--- src/hdl/slsd_pkg.sv ---
// types, constants and codes shared by the deframer controller, datapath and top level
// no dependencies
`timescale 1ns / 1ps

package slsd_pkg;

    localparam int BUF_DEPTH  = 256;
    localparam int AW         = $clog2(BUF_DEPTH);
    localparam int CW         = AW + 1;
    localparam int MIN_LEN    = 5;
    localparam int CK_BYTES   = 2;
    localparam int PL_OFF     = 3;
    localparam logic [7:0] SYNC_RESET = 8'h55;

    localparam logic CMD_RECEIVE = 1'b0;
    localparam logic CMD_READ    = 1'b1;

    typedef struct packed {
        logic       cmd;
        logic [7:0] rx_byte;
        logic [7:0] read_index;
    } t_in_beat;

    typedef struct packed {
        logic       frame_found;
        logic [7:0] frame_cmd;
        logic [7:0] payload_len;
        logic [7:0] read_data;
    } t_out_beat;

    typedef enum logic [3:0] {
        RS_IDX, RS_SRC, RS_OFF, RS_OFF1, RS_OFFK, RS_CKLO, RS_CKHI, RS_OFF2, RS_PAY
    } t_rsel;

    typedef enum logic [1:0] {
        WS_NONE, WS_MOVE, WS_RX
    } t_wsel;

    typedef struct packed {
        logic  take;
        logic  idx_clr;
        logic  idx_inc;
        logic  skip_idx;
        logic  skip_one;
        logic  cnt_sub;
        logic  cnt_inc;
        logic  cnt_clr;
        logic  off_clr;
        logic  off_inc;
        logic  len_load;
        logic  sum_clr;
        logic  sum_acc;
        logic  lo_load;
        logic  frame_load;
        logic  fcmd_load;
        logic  rdata_load;
        logic  out_load;
        t_wsel wsel;
        t_rsel rsel;
    } t_cmd;

    typedef struct packed {
        logic is_read;
        logic rd_ok;
        logic idx_eq_cnt;
        logic is_sync;
        logic skip_zero;
        logic mv_done;
        logic cnt_full;
        logic scan_end;
        logic len_bad;
        logic k_end;
        logic sum_ok;
    } t_stat;

endpackage

--- src/hdl/slsd_datapath.sv ---
// deframer datapath: byte store, counters, running sum, config and result registers
// depends on slsd_pkg
`timescale 1ns / 1ps

module slsd_datapath
    import slsd_pkg::*;
(
    input  logic      i_clk,
    input  logic      i_rst_n,
    input  t_in_beat  i_in_data,
    input  logic      i_cfg_valid,
    input  logic [7:0] i_cfg_data,
    input  t_cmd      i_cmd,
    output t_stat     o_stat,
    output t_out_beat o_out_data
);

    logic [7:0]    r_mem [BUF_DEPTH];
    logic [7:0]    r_rdata;
    logic [7:0]    r_sync;
    t_in_beat      r_item;
    logic [CW-1:0] r_cnt, r_idx, r_skip, r_off;
    logic [7:0]    r_len, r_k, r_lo;
    logic [15:0]   r_sum;
    logic [AW-1:0] r_fstart;
    logic [7:0]    r_flen;
    logic          r_res_found;
    logic [7:0]    r_res_cmd, r_res_plen, r_res_rdata;
    t_out_beat     r_out;

    logic [CW:0]   rd_wide;
    logic [AW-1:0] rd_addr, wr_addr;
    logic [AW+1:0] pay_wide;
    logic [CW-1:0] cnt_left;

    assign pay_wide = (AW+2)'(r_fstart) + (AW+2)'(PL_OFF) + (AW+2)'(r_item.read_index);
    assign cnt_left = r_cnt - r_off;

    always_comb begin
        case (i_cmd.rsel)
            RS_IDX:  rd_wide = (CW+1)'(r_idx);
            RS_SRC:  rd_wide = (CW+1)'(r_idx) + (CW+1)'(r_skip);
            RS_OFF:  rd_wide = (CW+1)'(r_off);
            RS_OFF1: rd_wide = (CW+1)'(r_off) + (CW+1)'(1);
            RS_OFFK: rd_wide = (CW+1)'(r_off) + (CW+1)'(r_k);
            RS_CKLO: rd_wide = (CW+1)'(r_off) + (CW+1)'(r_len) - (CW+1)'(CK_BYTES);
            RS_CKHI: rd_wide = (CW+1)'(r_off) + (CW+1)'(r_len) - (CW+1)'(1);
            RS_OFF2: rd_wide = (CW+1)'(r_off) + (CW+1)'(2);
            RS_PAY:  rd_wide = (CW+1)'(pay_wide);
            default: rd_wide = '0;
        endcase
    end

    assign rd_addr = rd_wide[AW-1:0];
    assign wr_addr = (i_cmd.wsel == WS_MOVE) ? r_idx[AW-1:0] : r_cnt[AW-1:0];

    always_ff @(posedge i_clk) begin
        r_rdata <= r_mem[rd_addr];
        case (i_cmd.wsel)
            WS_MOVE: r_mem[wr_addr] <= r_rdata;
            WS_RX:   r_mem[wr_addr] <= r_item.rx_byte;
            default: ;
        endcase
    end

    always_ff @(posedge i_clk) begin
        if (!i_rst_n) begin
            r_sync   <= SYNC_RESET;
            r_cnt    <= '0;
            r_fstart <= '0;
            r_flen   <= '0;
        end else begin
            if (i_cfg_valid) r_sync <= i_cfg_data;
            if (i_cmd.cnt_sub)      r_cnt <= r_cnt - r_skip;
            else if (i_cmd.cnt_inc) r_cnt <= r_cnt + CW'(1);
            else if (i_cmd.cnt_clr) r_cnt <= '0;
            if (i_cmd.frame_load) begin
                r_fstart <= r_off[AW-1:0];
                r_flen   <= r_len;
            end
        end
    end

    always_ff @(posedge i_clk) begin
        if (i_cmd.take) begin
            r_item      <= i_in_data;
            r_res_found <= 1'b0;
            r_res_cmd   <= '0;
            r_res_plen  <= '0;
            r_res_rdata <= '0;
        end
        if (i_cmd.idx_clr)      r_idx <= '0;
        else if (i_cmd.idx_inc) r_idx <= r_idx + CW'(1);
        if (i_cmd.skip_idx)      r_skip <= r_idx;
        else if (i_cmd.skip_one) r_skip <= CW'(1);
        if (i_cmd.off_clr)      r_off <= '0;
        else if (i_cmd.off_inc) r_off <= r_off + CW'(1);
        if (i_cmd.len_load) r_len <= r_rdata;
        if (i_cmd.sum_clr) begin
            r_sum <= '0;
            r_k   <= '0;
        end else if (i_cmd.sum_acc) begin
            r_sum <= r_sum + 16'(r_rdata);
            r_k   <= r_k + 8'd1;
        end
        if (i_cmd.lo_load) r_lo <= r_rdata;
        if (i_cmd.fcmd_load) begin
            r_res_found <= 1'b1;
            r_res_cmd   <= r_rdata;
            r_res_plen  <= r_len - 8'(MIN_LEN);
        end
        if (i_cmd.rdata_load) r_res_rdata <= r_rdata;
        if (i_cmd.out_load) begin
            r_out.frame_found <= r_res_found;
            r_out.frame_cmd   <= r_res_cmd;
            r_out.payload_len <= r_res_plen;
            r_out.read_data   <= r_res_rdata;
        end
    end

    always_comb begin
        o_stat.is_read    = (r_item.cmd == CMD_READ);
        o_stat.rd_ok      = (r_flen >= 8'(MIN_LEN))
                            && (r_item.read_index < (r_flen - 8'(MIN_LEN)))
                            && (pay_wide < (AW+2)'(BUF_DEPTH));
        o_stat.idx_eq_cnt = (r_idx == r_cnt);
        o_stat.is_sync    = (r_rdata == r_sync);
        o_stat.skip_zero  = (r_skip == '0);
        o_stat.mv_done    = (r_idx == (r_cnt - r_skip));
        o_stat.cnt_full   = (r_cnt == CW'(BUF_DEPTH));
        o_stat.scan_end   = ((CW+1)'(r_off) + (CW+1)'(MIN_LEN)) > (CW+1)'(r_cnt);
        o_stat.len_bad    = (r_rdata < 8'(MIN_LEN)) || (cnt_left < CW'(r_rdata));
        o_stat.k_end      = (r_k == (r_len - 8'(CK_BYTES)));
        o_stat.sum_ok     = ({r_rdata, r_lo} == r_sum);
    end

    assign o_out_data = r_out;

endmodule

--- src/hdl/slsd_controller.sv ---
// deframer sequencer: align, shift, append, frame scan and payload read steps
// depends on slsd_pkg
`timescale 1ns / 1ps

module slsd_controller
    import slsd_pkg::*;
(
    input  logic  i_clk,
    input  logic  i_rst_n,
    input  logic  i_in_valid,
    output logic  o_in_stall,
    output logic  o_out_valid,
    input  logic  i_out_stall,
    input  t_stat i_stat,
    output t_cmd  o_cmd
);

    typedef enum logic [18:0] {
        S_IDLE    = 19'd1 << 0,
        S_DISP    = 19'd1 << 1,
        S_A_RD    = 19'd1 << 2,
        S_A_CMP   = 19'd1 << 3,
        S_MV_CHK  = 19'd1 << 4,
        S_MV_RD   = 19'd1 << 5,
        S_MV_WR   = 19'd1 << 6,
        S_POST    = 19'd1 << 7,
        S_WR      = 19'd1 << 8,
        S_SC_TEST = 19'd1 << 9,
        S_SC_SYNC = 19'd1 << 10,
        S_SC_LEN  = 19'd1 << 11,
        S_SUM_RD  = 19'd1 << 12,
        S_SUM_ACC = 19'd1 << 13,
        S_CK_LO   = 19'd1 << 14,
        S_CK_HI   = 19'd1 << 15,
        S_CMD     = 19'd1 << 16,
        S_RD_WAIT = 19'd1 << 17,
        S_OUT     = 19'd1 << 18
    } t_state;

    t_state r_state, n_state;
    logic   r_again, n_again;
    logic   r_out_valid, n_out_valid;

    always_comb begin
        n_state = r_state;
        n_again = r_again;
        o_cmd   = '0;
        o_cmd.wsel = WS_NONE;
        o_cmd.rsel = RS_IDX;
        case (r_state)
            S_IDLE: begin
                if (i_in_valid) begin
                    o_cmd.take = 1'b1;
                    n_state = S_DISP;
                end
            end
            S_DISP: begin
                if (i_stat.is_read) begin
                    if (i_stat.rd_ok) begin
                        o_cmd.rsel = RS_PAY;
                        n_state = S_RD_WAIT;
                    end else begin
                        n_state = S_OUT;
                    end
                end else begin
                    o_cmd.idx_clr = 1'b1;
                    n_again = 1'b0;
                    n_state = S_A_RD;
                end
            end
            S_A_RD: begin
                if (i_stat.idx_eq_cnt) begin
                    o_cmd.skip_idx = 1'b1;
                    n_state = S_MV_CHK;
                end else begin
                    o_cmd.rsel = RS_IDX;
                    n_state = S_A_CMP;
                end
            end
            S_A_CMP: begin
                if (i_stat.is_sync) begin
                    o_cmd.skip_idx = 1'b1;
                    n_state = S_MV_CHK;
                end else begin
                    o_cmd.idx_inc = 1'b1;
                    n_state = S_A_RD;
                end
            end
            S_MV_CHK: begin
                o_cmd.idx_clr = 1'b1;
                n_state = i_stat.skip_zero ? S_POST : S_MV_RD;
            end
            S_MV_RD: begin
                if (i_stat.mv_done) begin
                    o_cmd.cnt_sub = 1'b1;
                    n_state = S_POST;
                end else begin
                    o_cmd.rsel = RS_SRC;
                    n_state = S_MV_WR;
                end
            end
            S_MV_WR: begin
                o_cmd.wsel = WS_MOVE;
                o_cmd.idx_inc = 1'b1;
                n_state = S_MV_RD;
            end
            S_POST: begin
                if (i_stat.cnt_full) begin
                    o_cmd.skip_one = 1'b1;
                    o_cmd.idx_clr = 1'b1;
                    n_again = 1'b1;
                    n_state = S_MV_RD;
                end else if (r_again) begin
                    o_cmd.idx_clr = 1'b1;
                    n_again = 1'b0;
                    n_state = S_A_RD;
                end else begin
                    n_state = S_WR;
                end
            end
            S_WR: begin
                o_cmd.wsel = WS_RX;
                o_cmd.cnt_inc = 1'b1;
                o_cmd.off_clr = 1'b1;
                n_state = S_SC_TEST;
            end
            S_SC_TEST: begin
                if (i_stat.scan_end) begin
                    n_state = S_OUT;
                end else begin
                    o_cmd.rsel = RS_OFF;
                    n_state = S_SC_SYNC;
                end
            end
            S_SC_SYNC: begin
                if (i_stat.is_sync) begin
                    o_cmd.rsel = RS_OFF1;
                    n_state = S_SC_LEN;
                end else begin
                    o_cmd.off_inc = 1'b1;
                    n_state = S_SC_TEST;
                end
            end
            S_SC_LEN: begin
                if (i_stat.len_bad) begin
                    o_cmd.off_inc = 1'b1;
                    n_state = S_SC_TEST;
                end else begin
                    o_cmd.len_load = 1'b1;
                    o_cmd.sum_clr = 1'b1;
                    n_state = S_SUM_RD;
                end
            end
            S_SUM_RD: begin
                if (i_stat.k_end) begin
                    o_cmd.rsel = RS_CKLO;
                    n_state = S_CK_LO;
                end else begin
                    o_cmd.rsel = RS_OFFK;
                    n_state = S_SUM_ACC;
                end
            end
            S_SUM_ACC: begin
                o_cmd.sum_acc = 1'b1;
                n_state = S_SUM_RD;
            end
            S_CK_LO: begin
                o_cmd.lo_load = 1'b1;
                o_cmd.rsel = RS_CKHI;
                n_state = S_CK_HI;
            end
            S_CK_HI: begin
                if (i_stat.sum_ok) begin
                    o_cmd.frame_load = 1'b1;
                    o_cmd.cnt_clr = 1'b1;
                    o_cmd.rsel = RS_OFF2;
                    n_state = S_CMD;
                end else begin
                    o_cmd.off_inc = 1'b1;
                    n_state = S_SC_TEST;
                end
            end
            S_CMD: begin
                o_cmd.fcmd_load = 1'b1;
                n_state = S_OUT;
            end
            S_RD_WAIT: begin
                o_cmd.rdata_load = 1'b1;
                n_state = S_OUT;
            end
            S_OUT: begin
                if (!r_out_valid || !i_out_stall) begin
                    o_cmd.out_load = 1'b1;
                    n_state = S_IDLE;
                end
            end
            default: n_state = S_IDLE;
        endcase
    end

    always_comb begin
        if (o_cmd.out_load)  n_out_valid = 1'b1;
        else if (!i_out_stall) n_out_valid = 1'b0;
        else                 n_out_valid = r_out_valid;
    end

    always_ff @(posedge i_clk) begin
        if (!i_rst_n) begin
            r_state     <= S_IDLE;
            r_again     <= 1'b0;
            r_out_valid <= 1'b0;
        end else begin
            r_state     <= n_state;
            r_again     <= n_again;
            r_out_valid <= n_out_valid;
        end
    end

    assign o_in_stall  = (r_state != S_IDLE);
    assign o_out_valid = r_out_valid;

endmodule

--- src/hdl/sync_length_sum_deframer_unit.sv ---
// top level of the sync/length/checksum frame receiver
// depends on slsd_pkg, slsd_controller, slsd_datapath
//
// channel | direction | handshake          | payload
// in      | input     | i_in_valid/o_in_stall   | i_in_data (t_in_beat)
// out     | output    | o_out_valid/i_out_stall | o_out_data (t_out_beat)
// cfg     | input     | i_cfg_valid/o_cfg_ready | i_cfg_data (sync byte)
//
// a read beat dispatches, reads the store if the index is valid, then outputs; a receive beat
// walks the byte store: alignment search and shift, one drop-oldest shift when full, append,
// then a scan in which each candidate offset re-sums its frame byte by byte
// one result per input beat; the output register lets the next beat enter while it waits
// synchronous active-low reset; the byte store itself is not cleared
`timescale 1ns / 1ps

module sync_length_sum_deframer_unit
    import slsd_pkg::*;
(
    input  logic       i_clk,
    input  logic       i_rst_n,
    input  logic       i_in_valid,
    output logic       o_in_stall,
    input  t_in_beat   i_in_data,
    output logic       o_out_valid,
    input  logic       i_out_stall,
    output t_out_beat  o_out_data,
    input  logic       i_cfg_valid,
    output logic       o_cfg_ready,
    input  logic [7:0] i_cfg_data
);

    t_cmd  cmd;
    t_stat stat;

    assign o_cfg_ready = 1'b1;

    slsd_controller u_ctrl (
        .i_clk       (i_clk),
        .i_rst_n     (i_rst_n),
        .i_in_valid  (i_in_valid),
        .o_in_stall  (o_in_stall),
        .o_out_valid (o_out_valid),
        .i_out_stall (i_out_stall),
        .i_stat      (stat),
        .o_cmd       (cmd)
    );

    slsd_datapath u_dp (
        .i_clk       (i_clk),
        .i_rst_n     (i_rst_n),
        .i_in_data   (i_in_data),
        .i_cfg_valid (i_cfg_valid && o_cfg_ready),
        .i_cfg_data  (i_cfg_data),
        .i_cmd       (cmd),
        .o_stat      (stat),
        .o_out_data  (o_out_data)
    );

    a_busy_after_take: assert property (@(posedge i_clk) disable iff (!i_rst_n)
        (i_in_valid && !o_in_stall) |=> o_in_stall)
        else $error("block idle right after taking a beat");

    a_found_no_read: assert property (@(posedge i_clk) disable iff (!i_rst_n)
        (o_out_valid && o_out_data.frame_found) |-> (o_out_data.read_data == 8'd0))
        else $error("frame result carries read data");

    a_nofound_zero: assert property (@(posedge i_clk) disable iff (!i_rst_n)
        (o_out_valid && !o_out_data.frame_found)
        |-> (o_out_data.frame_cmd == 8'd0 && o_out_data.payload_len == 8'd0))
        else $error("frame fields set without a frame");

endmodule
--- config.mk ---
export PLATFORM = sky130hd
export DESIGN_NAME = sync_length_sum_deframer_unit
export DESIGN_NICKNAME = d
export VERILOG_FILES = /design/src/hdl/slsd_pkg.sv /design/src/hdl/slsd_datapath.sv /design/src/hdl/slsd_controller.sv /design/src/hdl/sync_length_sum_deframer_unit.sv
export SDC_FILE = /design/constraint.sdc
export NUM_CORES = 2
export LEC_CHECK = 0
export ABC_AREA = 1
export BUFFER_PORTS_ARGS = -buffer_cell sky130_fd_sc_hd__buf_2
export CAP_MARGIN = 25
export CORE_UTILIZATION = 60
export DETAILED_ROUTE_END_ITERATION = 8
export PLACE_DENSITY_LB_ADDON = 0.1
export SLEW_MARGIN = 20
export SYNTH_ARGS = -nofsm -noshare
export SYNTH_HDL_FRONTEND = slang
export SYNTH_SLANG_ARGS = --single-unit
--- constraint.sdc ---
create_clock -name i_clk -period 36.6 [get_ports i_clk]
set_input_delay 3.66 -clock i_clk [delete_from_list [all_inputs] [get_ports i_clk]]
set_output_delay 3.66 -clock i_clk [all_outputs]
set_load 0.01 [all_outputs]
* Word level (Yosys, flattened, before mapping)
Memories as Yosys holds them, arrays and structs flattened. A register that Yosys moved wholly into a read port is not among the register bits. Cells that the tools add are included.
Cells by class: add/sub/neg operators 20, magnitude comparators 6, equality and inequality tests 40, muxes and demuxes 74, bitwise gates (word level) 1, reductions and logical operators 16
Operators with widths (count):
- 19-bit one-hot mux with 18 select lines | 1
- 19-bit 2-to-1 mux | 5
- 8-bit one-hot mux with 9 select lines | 1
- 8-bit 2-to-1 mux | 8
- 9-bit 2-to-1 mux | 7
- 1-bit 2-to-1 mux | 32
- 4-bit one-hot mux with 7 select lines | 1
- 9-bit by 1-bit adder with 9-bit output (second input constant) | 3
- 8-bit adder | 3
- 19-bit by 1-bit == test with 1-bit output (second input constant) | 1
- 19-bit by 10-bit == test with 1-bit output (second input constant) | 1
- 19-bit by 11-bit == test with 1-bit output (second input constant) | 1
- 19-bit by 12-bit == test with 1-bit output (second input constant) | 1
- 19-bit by 13-bit == test with 1-bit output (second input constant) | 1
- 19-bit by 14-bit == test with 1-bit output (second input constant) | 1
- 19-bit by 15-bit == test with 1-bit output (second input constant) | 1
- 19-bit by 16-bit == test with 1-bit output (second input constant) | 1
- 19-bit by 17-bit == test with 1-bit output (second input constant) | 1
- 19-bit by 18-bit == test with 1-bit output (second input constant) | 1
- 19-bit == test (second input constant) | 1
- 19-bit by 2-bit == test with 1-bit output (second input constant) | 1
- 19-bit by 3-bit == test with 1-bit output (second input constant) | 1
- 19-bit by 4-bit == test with 1-bit output (second input constant) | 1
- 19-bit by 5-bit == test with 1-bit output (second input constant) | 1
- other kinds (54) | 81
Storage, ports and cells: bits in registers 188, bits in writable memories 2048, bits of input ports 30, output and inout bits 28, word-level logic and storage cells 183, memories 1
Memories:
- u_dp.r_mem | depth 256, bits a word 8, rd ports 1, clocked after memory_dff 1, wr ports 1, RTL line slsd_datapath.sv:18 | logic [7:0] r_mem [BUF_DEPTH];

* Logic depth before layout (Yosys ltp)
depth in word-level cells 9, depth in mapped cells 33, gate-level depth less buffers 31

* Hierarchy
Synthesis repeated with hierarchy kept, for this count alone.
Second synthesis, totals: cell total of the unflattened synthesis 9806, area total of the unflattened synthesis 102953.7 µm²
Modules (own cells, without submodules):
- slsd_datapath | times used 1, cells each 9583, area each 101504.9 µm², sequential area each 65913.2 µm²
- slsd_controller | times used 1, cells each 221, area each 1437.6 µm², sequential area each 420.4 µm²
- sync_length_sum_deframer_unit | times used 1, cells each 2, area each 11.3 µm², sequential area each 0.0 µm²

* Worst setup path after synthesis
OpenSTA, ideal clock, no wires.
kind register to register, start register u_ctrl.r_state[1], end memory u_dp.r_mem[0][6] (data pin), library setup time 2.187 ns, data arrival time 11.477 ns, required time 34.413 ns, path slack 22.936 ns, cell stages (with the launch flop) 13, buffers on the path 1, clock period less this slack 13.664 ns, cell sequence dfxtp_1 -> inv_1 -> nand2_1 -> nor2_1 -> inv_2 -> nor2_1 -> nand2_1 -> inv_1 -> nand2_1 -> inv_1 -> ha_1 -> clkbuf_1 -> o21ai_0
On the way: longest elaborated chain between the ends 6, elaborated cells on any way between the ends 7, classes of those cells eq/ne: 3; mux: 4
RTL lines:
- start, declared | RTL line slsd_controller.sv:40 | t_state r_state, n_state;
- start signal, assigned | RTL line slsd_controller.sv:213 | r_state <= n_state;
- 19-bit by 9-bit == test with 1-bit output or 19-bit by 7-bit == test with 1-bit output (tied branches) | RTL line slsd_controller.sv:50 | case (r_state)
- 2-bit one-hot mux with 2 select lines * | RTL line slsd_controller.sv:50
- 2-bit == test * | RTL line slsd_datapath.sv:59 | case (i_cmd.wsel)
- 1-bit 2-to-1 mux * | RTL line slsd_datapath.sv:59
- 1-bit 2-to-1 mux (implied by the code) * | RTL line slsd_datapath.sv:61 | WS_RX: r_mem[wr_addr] <= r_item.rx_byte;
- 8-bit 2-to-1 mux (no source line) *
- end, declared | RTL line slsd_datapath.sv:18
Every way passes the cells marked *; elsewhere a longest branch is shown, timed or not.

* Final worst setup path
start register u_dp.r_off[2], end register u_dp.r_rdata[2], read port of u_dp.r_mem
On the way: longest elaborated chain between the ends 6, elaborated cells on any way between the ends 20, classes of those cells add/sub: 7; order compare: 1; eq/ne: 8; mux: 3; reduce/logical: 1
RTL lines:
- start, declared | RTL line slsd_datapath.sv:22 | logic [CW-1:0] r_cnt, r_idx, r_skip, r_off;
- start signal, assigned | RTL line slsd_datapath.sv:97 | else if (i_cmd.off_inc) r_off <= r_off + CW'(1);
- 9-bit by 3-bit adder with 10-bit output | RTL line slsd_datapath.sv:131 | o_stat.scan_end = ((CW+1)'(r_off) + (CW+1)'(MIN_LEN)) > (CW+1)'(r_cnt);
- 10-bit by 9-bit greater-than comparator with 1-bit output | RTL line slsd_datapath.sv:131
- 2-bit 2-to-1 mux | RTL line slsd_controller.sv:128 | if (i_stat.scan_end) begin
- 4-bit one-hot mux with 7 select lines | RTL line slsd_controller.sv:50
- 4-bit == test (tied with other cells) | RTL line slsd_datapath.sv:40 | case (i_cmd.rsel)
- 8-bit one-hot mux with 9 select lines * | RTL line slsd_datapath.sv:40
- end, declared | RTL line slsd_datapath.sv:19 | logic [7:0] r_rdata;
Marks and branches as above. A chain may end at the register's enable or synchronous reset.

==> reports/metrics.yaml <==
setup_path:
  path_common_cell: "nand2_1"
  cp.required_ns: 37.35
  cp-start-kind: "flop"
  path_max_fanout: 190
  end_kind: "flop"
  cp.arrival_ns: 8.79
  path_class: "reg2reg"
  slowest_stage: "buf_4"
  slowest_delay_ns: 0.90
yosys:
  ys_top_cells_by_area: "edfxtp_1 62%, nand3_1 8.4%, inv_1 6.9%"
  syn_area_um2: 104000
  ys_warn_count: 0
  synth_edf_count: 2139
  syn_avg_cell_area_um2: 10.2
  synth_cells: 10100
  ys.flop_type: "edfxtp_1"
  synth_top_area_share_pct: 62.0
  ys_types: 55
  async_reset_ff_share_pct: 0
  synth-seq-area-share_pct: 64.0
  yosysTopAreaCell: "edfxtp_1"
  syn_nets: 10300
  ys_ff_latch: 2244
clock_network:
  postCtsSetupBuffers: 0
  root_buffer: "clkbuf_16"
  cts_hold_buf: 0
  cts_max_level: 4
  numCtsBuffers: 223
  cts_tree: "built"
  path_clk_slew_ns: 0.06
  cts_sinks: 2244
  cts_resized: 0
  cts_max_path_buffers: 3
  insertion_delay_ns: 0.89
power_and_ir_drop:
  power_mw: 7.48
  power_density_nw_per_um2: 66.5
  vdd_drop_max_uv: 80.4
  p_leak_nw: 45.3
sta:
  tightestPinTransition_ns: 1.13
  skew_ns: 0.0542
  drv_slew: 0
  fin_crit_sh_pct: 22.0
  final.setup.tns_ns: 0
  finalSetupViolations: 0
  fmax_mhz: 124
  period_needed_ns: 8.04
  rsz0062_at_grt: "no"
  relSlewSlack_pct: 24.4
  finalHoldViolCount: 0
routing:
  drt-pass1-iter-count: 9
  first_iter_violations: 10500
  routed_wl_mm: 299
  via_count: 74900
  drc: 0
  vias_per_cell: 6.04
  post_drt_wl_per_cell_um: 24.1
  antenna_left: 0
final_layout:
  fin_util_pct: 65.5
  fin_nets: 10000
  drive_above_1_share_pct: 5.49
  fin_area_um2: 112000
  syn_to_final_growth_pct: 8.45
placement:
  port_buffers: 56
  place_hpwl_mm: 172
  placed_cell_area_um2: 105000
  gp_congestion: 0.957
global_routing:
  grt_max_degree: 216
  grt_util_met1_pct: 47.7
  grt-ovfl-total: 0
  grt_pass1_wl_mm: 446
  antenna_found_initial: 7
  first_global_vias: 70200
  top_usage_layer: "met2"
  grt_usage_pct: 34.0
  grt_use_met3_pct: 5.92
  use_met2_pct: 52.3
floorplanning:
  core_um2: 172000
  die-area_um2: 174000
  die_x_um: 418
  rows: 152
  die_height_um: 418
  start_util_pct: 60.4
  io_pins: 58
outcome:
  status: "complete, no violations"
flow_run:
  cap_violations: 0
hold_path:
  hold_class: "reg2reg"
-- worst paths after layout --
path	depth (start not counted)	slack [ns]	endpoint	from
worst max-delay path	31	28.56	u_dp.r_rdata[2]	u_dp.r_off[2]
worst min register to register	0	0.42	u_dp.o_out_data[18]	u_dp.r_res_cmd[2]
worst max register to register	31	28.56	u_dp.r_rdata[2]	u_dp.r_off[2]
worst min-delay path	0	0.42	u_dp.o_out_data[18]	u_dp.r_res_cmd[2]
-- layout make-up --
class,instances,area (µm²)
fillers,13400,59200
multi-input cells,5320,27200
well taps,2310,2890
clock inverters,131,1360
clock buffers,285,5850
inverters,1936,7280
repair buffers,180,1430
flip-flops and latches,2244,66300
diodes,3,7.51
-- report_power, final --
group | total, mW | internal (mW) | leakage (nW) | switching (mW)
registers | 3.21 | 3.18 | 20.2 | 0.0374
logic | 1.99 | 0.435 | 21.6 | 1.56
clock network | 2.27 | 1.27 | 3.47 | 1.00
total | 7.48 | 4.88 | 45.3 | 2.60
-- sequential cells by signal, indices dropped and copies added (netlist names) --
register and flops:
u_dp.r_res_rdata 8, u_dp.r_fstart 8, u_dp.r_flen 8, u_dp.r_lo 8
u_dp.r_res_cmd 8, u_dp.o_out_data 25, u_ctrl.o_out_valid 1, u_dp.r_k 8
u_dp.r_sync 8, u_dp.r_skip 9, u_dp.r_rdata 8, u_dp.r_off 9
u_dp.r_res_plen 8, u_dp.r_sum 16, u_dp.r_item 16, u_dp.r_res_found 1
u_dp.r_idx 9, u_dp.r_len 8, u_ctrl.r_state 19, u_dp.o_stat 1
u_dp.r_cnt 9, u_ctrl.r_again 1, u_dp.r_mem 2048
-- cell families after synthesis --
| family | Yosys count | share of synthesized area [%] |
|---|---|---|
| and+or+nand+nor | 4517 | 20.3 |
| DFF | 2244 | 64.0 |
| xor gates and xnor gates | 105 | 0.888 |
| other | 1 | 0.00362 |
| AOI/OAI and AO/OA | 589 | 3.54 |
| adders and majority gates | 108 | 1.35 |
| buffers and inverters | 2582 | 9.86 |
-- cells in the mapped netlist, drive strengths merged, types with 2 or more instances --
cell / count
o31ai: 2
nand3b: 5
nor4: 18
o211a: 2
fa: 7
a21o: 3
or2: 11
nand2: 1501
xor2: 70
o211ai: 244
o21ai: 210
buf: 395
nand4: 675
o21bai: 6
a21oi: 97
xnor2: 35
ha: 101
clkinv: 4
nor2: 520
nand3: 1751
a211oi: 4
clkbuf: 251
nor3b: 2
and2: 2
edfxtp: 2139
o21a: 2
o22ai: 10
nor3: 30
inv: 1932
a31oi: 4
dfxtp: 105
-- stage by stage --
step	instances	hold WS (ns)	setup slack [ns]
6_report	12400	0.419	28.56
4_1_cts	12400	0.419	28.83
2_1_floorplan	10100	0.400	22.94
5_1_grt	12400	0.425	28.09
3_5_place_dp	12000	0.405	28.87
3_3_place_gp	12000	0.402	28.89
-- cells in the final DEF (no fill, tap or decap), types with 13 or more instances in the layout --
master        n
inv_2        16
nand3_1    1748
bufinv_16    19
nand4_1     674
xor2_1       70
inv_1      1914
o21ai_0     198
clkinv_2     30
buf_4       106
ha_1        101
buf_12       13
nor2_1      504
o211ai_1    244
dfxtp_1     105
nor3_1       30
edfxtp_1   2139
nand2_1    1483
clkinv_1     60
nor4_1       18
clkbuf_1     59
a21oi_1      96
nand2_2      16
xnor2_1      35
buf_2        56
clkbuf_16   224
-- per-layer routing --
metal | share of wire, % | up-vias
met3 | 10 | 687
met4 | 4.7 | 8
met2 | 46 | 4300
met1 | 39 | 35900
met5 | 0.015 | -
li1 | - | 34100
-- worst max-delay path, delay by kind of cell (launching register included) --
kind	cells	cell delay, ns
AO/OA/AOI/OAI	3	0.52
XOR/XNOR	1	0.17
adder cells (fa/ha/maj)	2	0.48
buffers and inverters	7	2.90
flip-flops	1	0.58
AND/OR/NAND/NOR	18	2.76
Note: power is estimated with default switching activity, not from simulation.
